==> src/assert_macros.svh <==
// ----------------------------------------------------------------------------
// Assertion macros
// Shared forms for the concurrent assertions of the table constraint block.
// ----------------------------------------------------------------------------
`ifndef ASSERT_MACROS_SVH
`define ASSERT_MACROS_SVH

// The consequent must hold in the same cycle as the antecedent.
`define BTAC_ASSERT_SAME(label, clk, rst_n, ante, cons) \
    label: assert property (@(posedge clk) disable iff (!(rst_n)) (ante) |-> (cons)) \
        else $error("btac: same-cycle property failed");

// The consequent must hold in the cycle after the antecedent.
`define BTAC_ASSERT_NEXT(label, clk, rst_n, ante, cons) \
    label: assert property (@(posedge clk) disable iff (!(rst_n)) (ante) |=> (cons)) \
        else $error("btac: next-cycle property failed");

`endif

==> src/btac_pkg.sv <==
// ----------------------------------------------------------------------------
// btac_pkg
// Types, field positions and helpers shared by the table constraint block.
// ----------------------------------------------------------------------------
`default_nettype none

package btac_pkg;

    localparam int DOM_MAX_DEF = 64;
    localparam int DOM_W       = 64;
    localparam int IDX_W       = 6;
    localparam int SIZE_W      = 7;
    localparam int CNT_W       = 32;
    localparam int CMD_W       = 2;
    localparam int STAT_W      = 2;
    localparam int CFG_IDX_W   = 1;
    localparam int ADD_N_W     = 13;

    localparam logic [SIZE_W-1:0] SIZE_RESET = 7'd64;

    localparam logic [CFG_IDX_W-1:0] CFG_SIZE_X = 1'b0;
    localparam logic [CFG_IDX_W-1:0] CFG_SIZE_Y = 1'b1;

    typedef enum logic [CMD_W-1:0] {
        CMD_ADD    = 2'd0,
        CMD_CHECK  = 2'd1,
        CMD_FILTER = 2'd2
    } cmd_t;

    typedef enum logic [STAT_W-1:0] {
        ST_OK       = 2'd0,
        ST_WIPEOUT  = 2'd1,
        ST_ENTAILED = 2'd2,
        ST_REJECTED = 2'd3
    } status_t;

    // Input transfer layout.
    localparam int IN_CMD_LSB = 0;
    localparam int IN_IX_LSB  = 2;
    localparam int IN_IY_LSB  = 8;
    localparam int IN_AX_BIT  = 14;
    localparam int IN_AY_BIT  = 15;
    localparam int IN_DX_LSB  = 16;
    localparam int IN_DY_LSB  = 80;
    localparam int IN_W       = 144;

    // Result transfer layout.
    localparam int OUT_PX_LSB  = 0;
    localparam int OUT_PY_LSB  = 64;
    localparam int OUT_ST_LSB  = 128;
    localparam int OUT_AL_BIT  = 130;
    localparam int OUT_CNT_LSB = 131;
    localparam int OUT_USED    = 163;
    localparam int OUT_W       = 168;

    function automatic logic [DOM_W-1:0] low_mask(input logic [SIZE_W-1:0] n);
        logic [DOM_W-1:0] m;
        if (n >= SIZE_W'(DOM_W)) begin
            m = '1;
        end else begin
            m = (DOM_W'(1) << n[IDX_W-1:0]) - DOM_W'(1);
        end
        return m;
    endfunction

endpackage

`default_nettype wire

==> src/btac_rows.sv <==
// ----------------------------------------------------------------------------
// btac_rows
// One bit-matrix store with a row valid flag, one write and one registered read.
// ----------------------------------------------------------------------------
`default_nettype none

module btac_rows #(
    parameter int DEPTH = btac_pkg::DOM_MAX_DEF
) (
    input  wire logic                        aclk,
    input  wire logic                        aresetn,
    input  wire logic                        wr_en,
    input  wire logic [$clog2(DEPTH)-1:0]    wr_addr,
    input  wire logic [btac_pkg::DOM_W-1:0]  wr_data,
    input  wire logic                        rd_en,
    input  wire logic [$clog2(DEPTH)-1:0]    rd_addr,
    output logic      [btac_pkg::DOM_W-1:0]  rd_data
);

    logic [btac_pkg::DOM_W-1:0] mem_reg [DEPTH];
    logic [DEPTH-1:0]           valid_reg;
    logic [btac_pkg::DOM_W-1:0] rd_data_reg;

    // A row that was never written reads as empty.
    always_ff @(posedge aclk) begin
        if (!aresetn) begin
            valid_reg <= '0;
        end else if (wr_en) begin
            valid_reg[wr_addr] <= 1'b1;
        end
    end

    always_ff @(posedge aclk) begin
        if (wr_en) begin
            mem_reg[wr_addr] <= wr_data;
        end
    end

    always_ff @(posedge aclk) begin
        if (rd_en) begin
            rd_data_reg <= valid_reg[rd_addr] ? mem_reg[rd_addr] : '0;
        end
    end

    assign rd_data = rd_data_reg;

endmodule

`default_nettype wire

==> config.mk <==
export PLATFORM = sky130hd
export DESIGN_NAME = btac_rows
export DESIGN_NICKNAME = d
export VERILOG_FILES = /design/src/assert_macros.svh /design/src/btac_pkg.sv /design/src/btac_rows.sv
export SDC_FILE = /design/constraint.sdc
export NUM_CORES = 2
export LEC_CHECK = 0
export BUFFER_PORTS_ARGS = -buffer_cell sky130_fd_sc_hd__buf_2
export CORE_ASPECT_RATIO = 0.75
export CORE_UTILIZATION = 40
export DETAILED_ROUTE_END_ITERATION = 8
export HOLD_SLACK_MARGIN = 0.08
export PLACE_DENSITY_LB_ADDON = 0.05
export SETUP_SLACK_MARGIN = 0.05
export SYNTH_ARGS = -nofsm -noshare
export SYNTH_HDL_FRONTEND = slang
export SYNTH_SLANG_ARGS = --single-unit
==> constraint.sdc <==
create_clock -name aclk -period 8.7 [get_ports aclk]
set_input_delay 2.61 -clock aclk [delete_from_list [all_inputs] [get_ports aclk]]
set_output_delay 2.61 -clock aclk [all_outputs]
set_load 0.02 [all_outputs]
Yosys cells after proc, flatten, opt, wreduce, memory -nomap -nowiden --
Memories as Yosys holds them, arrays and structs flattened. A register that Yosys moved wholly into a read port is not among the register bits. Cells that the tools add are included.
Word-level totals: register bits after elaboration 64, RAM bits 4096, bits of input ports 80, output and inout bits 64, memories 1
Operators by class: magnitude comparators 3, muxes and demuxes 6, bitwise operators 1, reduce and logical (&&, ||, !) cells 2
Memory list:
- mem_reg | depth 64, bits a word 64, read ports 1, clocked after Yosys merged registers in 1, wr ports 1, RTL line btac_rows.sv:20 | logic [btac_pkg::DOM_W-1:0] mem_reg [DEPTH];
Operator list (count):
- 64-bit bitwise OR | 1
- 6-bit by 7-bit < comparator with 1-bit output (second input constant) | 2
- 1-bit binary-select mux with 6-bit select | 1
- 1-bit demux with 6-bit select | 1
- 6-bit by 1-bit >= comparator with 1-bit output (second input constant) | 1
- 1-bit two-way mux | 4
- 1-bit logical AND | 1
- 1-bit zero test | 1

Depth between registers and ports, before layout --
word-level depth 5, gate-level depth with buffers 11, depth with buffers taken out 5

Worst setup path before layout --
OpenSTA, ideal clock, no wires.
path kind in2reg, start in wr_en, end mem mem_reg[48][0] (netlist name), enable pin, arrival 7.490 ns, data required time 8.133 ns, setup slack 0.643 ns, stages on the path 3, path buffers 0, path through nor2b_1 -> nand3_1 -> nor3_1
Between the ends: cells in the longest elaborated chain, start to end 2
Ends and longest elaborated chain:
- from (decl) | RTL line btac_rows.sv:12 | input wire logic wr_en,
- 1-bit two-way mux | RTL line btac_rows.sv:34 | if (wr_en) begin
- 1-bit two-way mux (implied by the code) | RTL line btac_rows.sv:35 | mem_reg[wr_addr] <= wr_data;
- to (decl) | RTL line btac_rows.sv:20
No other way between the ends.

Final worst setup path --
start in rd_addr[0], end reg rd_data_reg, in the netlist rd_data[10] (read register of mem_reg), data pin
Between the ends: cells in the longest elaborated chain, start to end 3
Ends and longest elaborated chain:
- from (decl) | RTL line btac_rows.sv:16 | input wire logic [$clog2(DEPTH)-1:0] rd_addr,
- 1-bit binary-select mux with 6-bit select | RTL line btac_rows.sv:41 | rd_data_reg <= valid_reg[rd_addr] ? mem_reg[rd_addr] : '0;
- 1-bit two-way mux (implied by the code) | RTL line btac_rows.sv:41
- 1-bit zero test (no line)
- to (decl) | RTL line btac_rows.sv:22 | logic [btac_pkg::DOM_W-1:0] rd_data_reg;
Several ways; a longest one is shown, not always the timed one. The select of a mux whose other input is x is not followed. A chain may end at the register's enable or synchronous reset.

==> key figures <==
Timing
  • Slew @ Worst Pin: about 1.3 ns
  • Final hold vios: 0
  • Unrepaired setup endpoints after global routing: no
  • Final Cycle Share: roughly two thirds
  • Tmin final: 5.72 ns
  • Setup TNS: 0 ns
  • Achievable clock frequency: around 170 MHz
  • Relative max-transition margin: approximately 12%
  • Max Slew Vio Count: 0
  • Clk_skew: roughly 0.04 ns
  • Worst Setup Slack, final: roughly 3.0 ns
  • Final Setup Violations: 0

Critical path
  • Slowest stage delay, CP: ~0.83 ns
  • CP max-delay cell: nor2_1
  • Critical path type: in2reg
  • CP endpoint kind: register
  • Worst Path Max Fanout: a little over 90
  • Critical Path, Cell by Cell: buf_12, buf_12, buf_4, mux4_2, a22oi_1, a21oi_1, nor2_1, a21oi_1
  • Startpoint Class: primary input
  • Critical path required time: ~9.4 ns
  • CP Data Arrival Time: about 6.4 ns

Clock network
  • Max Root-Sink Buffers: 4
  • TritonCTS clock tree: built
  • Clk slew on worst S/H paths: roughly 0.060 ns
  • Clk Latency, worst-skew pair: approximately 1 ns
  • # resized after CTS: 0
  • CTS buffer count: 423
  • Post-CTS setup buffer count: 0
  • H-tree depth: 5
  • Clock Tree Root: clkbuf_16
  • CTS sink count: approximately 4200
  • Hold_buf cts: 0

GRT
  • Total global routing overflow: 0
  • Initial antenna violation count: 61
  • Vias in the first global route: 80900
  • Largest net degree at the start of global routing: 93
  • First-pass GRT wire length: ~720000 um
  • GRT Overall Usage: between 20% and 30%

Power and ir drop
  • Pint: around 33000 uW
  • Sequential share of power: between 50% and 60%
  • Logic pwr share: 4.8%
  • Power density over the cells: 233 nW/um^2
  • Worst vdd ir: 0.160 mV
  • Clock share of power: a little over two fifths
  • Sw frac: approximately 22%
  • Sw Pwr: between 9000 and 10000 uW
  • Leakage: a little under 0.06 uW

Final layout
  • Area grow syn2layout: 13.6%
  • Area of the multi-input gates: approximately 33000 sq um
  • Storage cell area: 126000 sq um
  • Final instance area: between 150000 and 200000 sq um
  • Fill cells: around 34000
  • Nets@finish: about 7800
  • Largest register FFs: 4096
  • Final Non-Filler Cells: ~13000
  • Share of cells above drive strength 1: 24.0%

Detailed routing
  • Uppermost layer routed: met5
  • WL final: 535000 um
  • WL met2: 244000 um
  • WL/cell: around 40 um
  • Drc violations: 0
  • WL met3: ~38000 um
  • Routed length on met1: about 240000 um
  • Post-DRT Antenna Nets: 0
  • Vias per cell: roughly 6.1
  • Detailed Route Iter0 Violations: approximately 10000
  • Via count of the routed design: 81900
  • Pre-Repair DR Iteration Count: 6

Synthesis
  • EDFF count, synth: between 4000 and 5000
  • Mapped Cells: between 7000 and 8000
  • Cell variety after synth: between 60 and 70
  • Register area share after synthesis: 78.3%
  • Synth async-reset ratio: 0%
  • Mapped Nets: 7405
  • Flop and latch count out of synthesis: ~4200
  • Synth warn: 0
  • Mapped Area: approximately 160000 sq um
  • Synth Flop Type: edfxtp_1
  • Syn avg cell area: around 22 sq um

Place
  • Port buffer count: between 100 and 150
  • Placed insts: ~13000
  • Detailed Place HPWL: ~280000 um
  • GPL Wtd Cong: around 0.75
  • Placement Setup Slack: 1.99 ns
  • Placed Area: 170000 sq um

Worst hold path
  • Hold crit path type: reg2reg

Die
  • DIE WIDTH: 735 um
  • Die extent in y: approximately 550 um
  • Io pins: about 140
  • Core area: between 400000 and 500000 sq um
  • Placement Rows: ~200
  • Initial Utilization: approximately two fifths
  • Die area: 406000 sq um

Job
  • Max-cap violations: 0

Run status
  • Status: finished clean
==> layer usage <==
| metal | vias to the layer above | GRT usage (%) |
|---|---|---|
| met3 | 624 | 3.86 |
| met2 | 3367 | 40.3 |
| met5 | - | 0 |
| met1 | 46000 | 39.3 |
| met4 | 10 | 5.95 |
| li1 | 31900 | - |
==> power by group through the flow <==
| stage | clock [uW] | sequential, uW | combinational, uW |
|---|---|---|---|
| final | 18000 | 22600 | 2060 |
| after global routing | 19100 | 22600 | 2160 |
| after CTS | 18400 | 22600 | 2070 |
| after detailed placement | 0 | 23000 | 2070 |
| after global placement | 0 | 23000 | 2040 |
| after floorplan | 0 | 23000 | 1090 |
==> worst max-delay path, delay by kind of cell <==
| family | cells | cell delay (ns) |
|---|---|---|
| and+or+nand+nor | 1 | 0.83 |
| muxes | 1 | 0.56 |
| buffers and inverters | 3 | 1.55 |
| AOI/OAI and AO/OA | 3 | 0.50 |
==> synth_stat cells, types with 4 or more instances <==
| library cell | count | area [sq um] |
|---|---|---|
| a311oi_1 | 15 | 131 |
| nand3b_1 | 5 | 37.5 |
| nand3_1 | 39 | 195 |
| a2bb2oi_1 | 6 | 52.6 |
| nor2b_1 | 16 | 100 |
| mux4_1 | 8 | 210 |
| and3_1 | 17 | 106 |
| a211oi_1 | 15 | 113 |
| mux2_2 | 34 | 383 |
| nand4_1 | 13 | 81.3 |
| a211o_1 | 23 | 201 |
| o22a_1 | 5 | 43.8 |
| edfxtp_1 | 4160 | 125000 |
| o211ai_1 | 5 | 37.5 |
| nand2_1 | 125 | 469 |
| clkbuf_1 | 172 | 646 |
| o221ai_1 | 86 | 753 |
| a221oi_1 | 29 | 254 |
| a31oi_1 | 67 | 419 |
| and2_1 | 32 | 200 |
| buf_1 | 22 | 82.6 |
| o21a_1 | 67 | 503 |
| a211oi_2 | 5 | 62.6 |
| a21oi_1 | 129 | 646 |
| buf_2 | 148 | 741 |
| a32oi_1 | 17 | 149 |
| o2111ai_1 | 4 | 35.0 |
| o22ai_1 | 109 | 682 |
| a21o_1 | 39 | 293 |
| nor2_1 | 99 | 372 |
| dfxtp_1 | 64 | 1280 |
| buf_6 | 15 | 169 |
| or3_1 | 8 | 50.1 |
| a22oi_1 | 137 | 1030 |
| mux2i_1 | 580 | 5810 |
| nor3_1 | 10 | 50.1 |
| nand2b_1 | 13 | 81.3 |
| mux4_2 | 830 | 18700 |
| buf_4 | 69 | 518 |
| o21ai_0 | 42 | 210 |
| o311ai_0 | 4 | 35.0 |
==> logic make-up (layout without fill, tap and decap cells) <==
group	after synthesis	after routing	synth area share (%)
mux	1453	1453	15.6
simple gates	395	395	1.17
other cells	0	18	0
buf+inv	433	1129	1.37
flops	4224	4224	78.3
compound gates	820	820	3.60
==> final timing paths <==
| kind | end | startpoint | slack [ns] | depth (start not counted) |
|---|---|---|---|---|
| worst max-delay path | rd_data[10] | rd_addr[0] | 2.98 | 8 |
| worst min-delay path | valid_reg[49] | valid_reg[49] | 0.46 | 1 |
| worst max register to register | rd_data[24] | valid_reg[63] | 5.68 | 6 |
| worst min register to register | valid_reg[49] | valid_reg[49] | 0.46 | 1 |
==> layout make-up <==
type | count | area share (%)
multi-input cells | 2668 | 18.2
diodes | 18 | 0.0246
well taps | 5379 | 3.67
repair buffers | 372 | 1.82
clock buffers | 523 | 6.16
flip-flops and latches | 4224 | 68.9
clock inverters | 230 | 1.15
inverters | 4 | 0.0150
==> through the flow <==
step | power (uW) | utilization, % | hold WS, ns
finish | 42700 | 45.7 | 0.458
global route | 43800 | 45.7 | 0.469
CTS | 43000 | 45.7 | 0.459
detailed placement | 25100 | 42.4 | 0.445
global placement | 25000 | 42.4 | 0.439
floorplan | 24100 | - | 0.432
==> cells in the final DEF, fill, tap and decap left out, types with 109 or more instances in the layout <==
| master | n |
|---|---|
| edfxtp_1 | 4160 |
| nand2_1 | 124 |
| a22oi_1 | 137 |
| buf_4 | 164 |
| mux4_2 | 830 |
| clkbuf_16 | 431 |
| buf_2 | 136 |
| o22ai_1 | 109 |
| mux2i_1 | 580 |
| a21oi_1 | 129 |
Note: power is estimated with default switching activity, not from simulation.
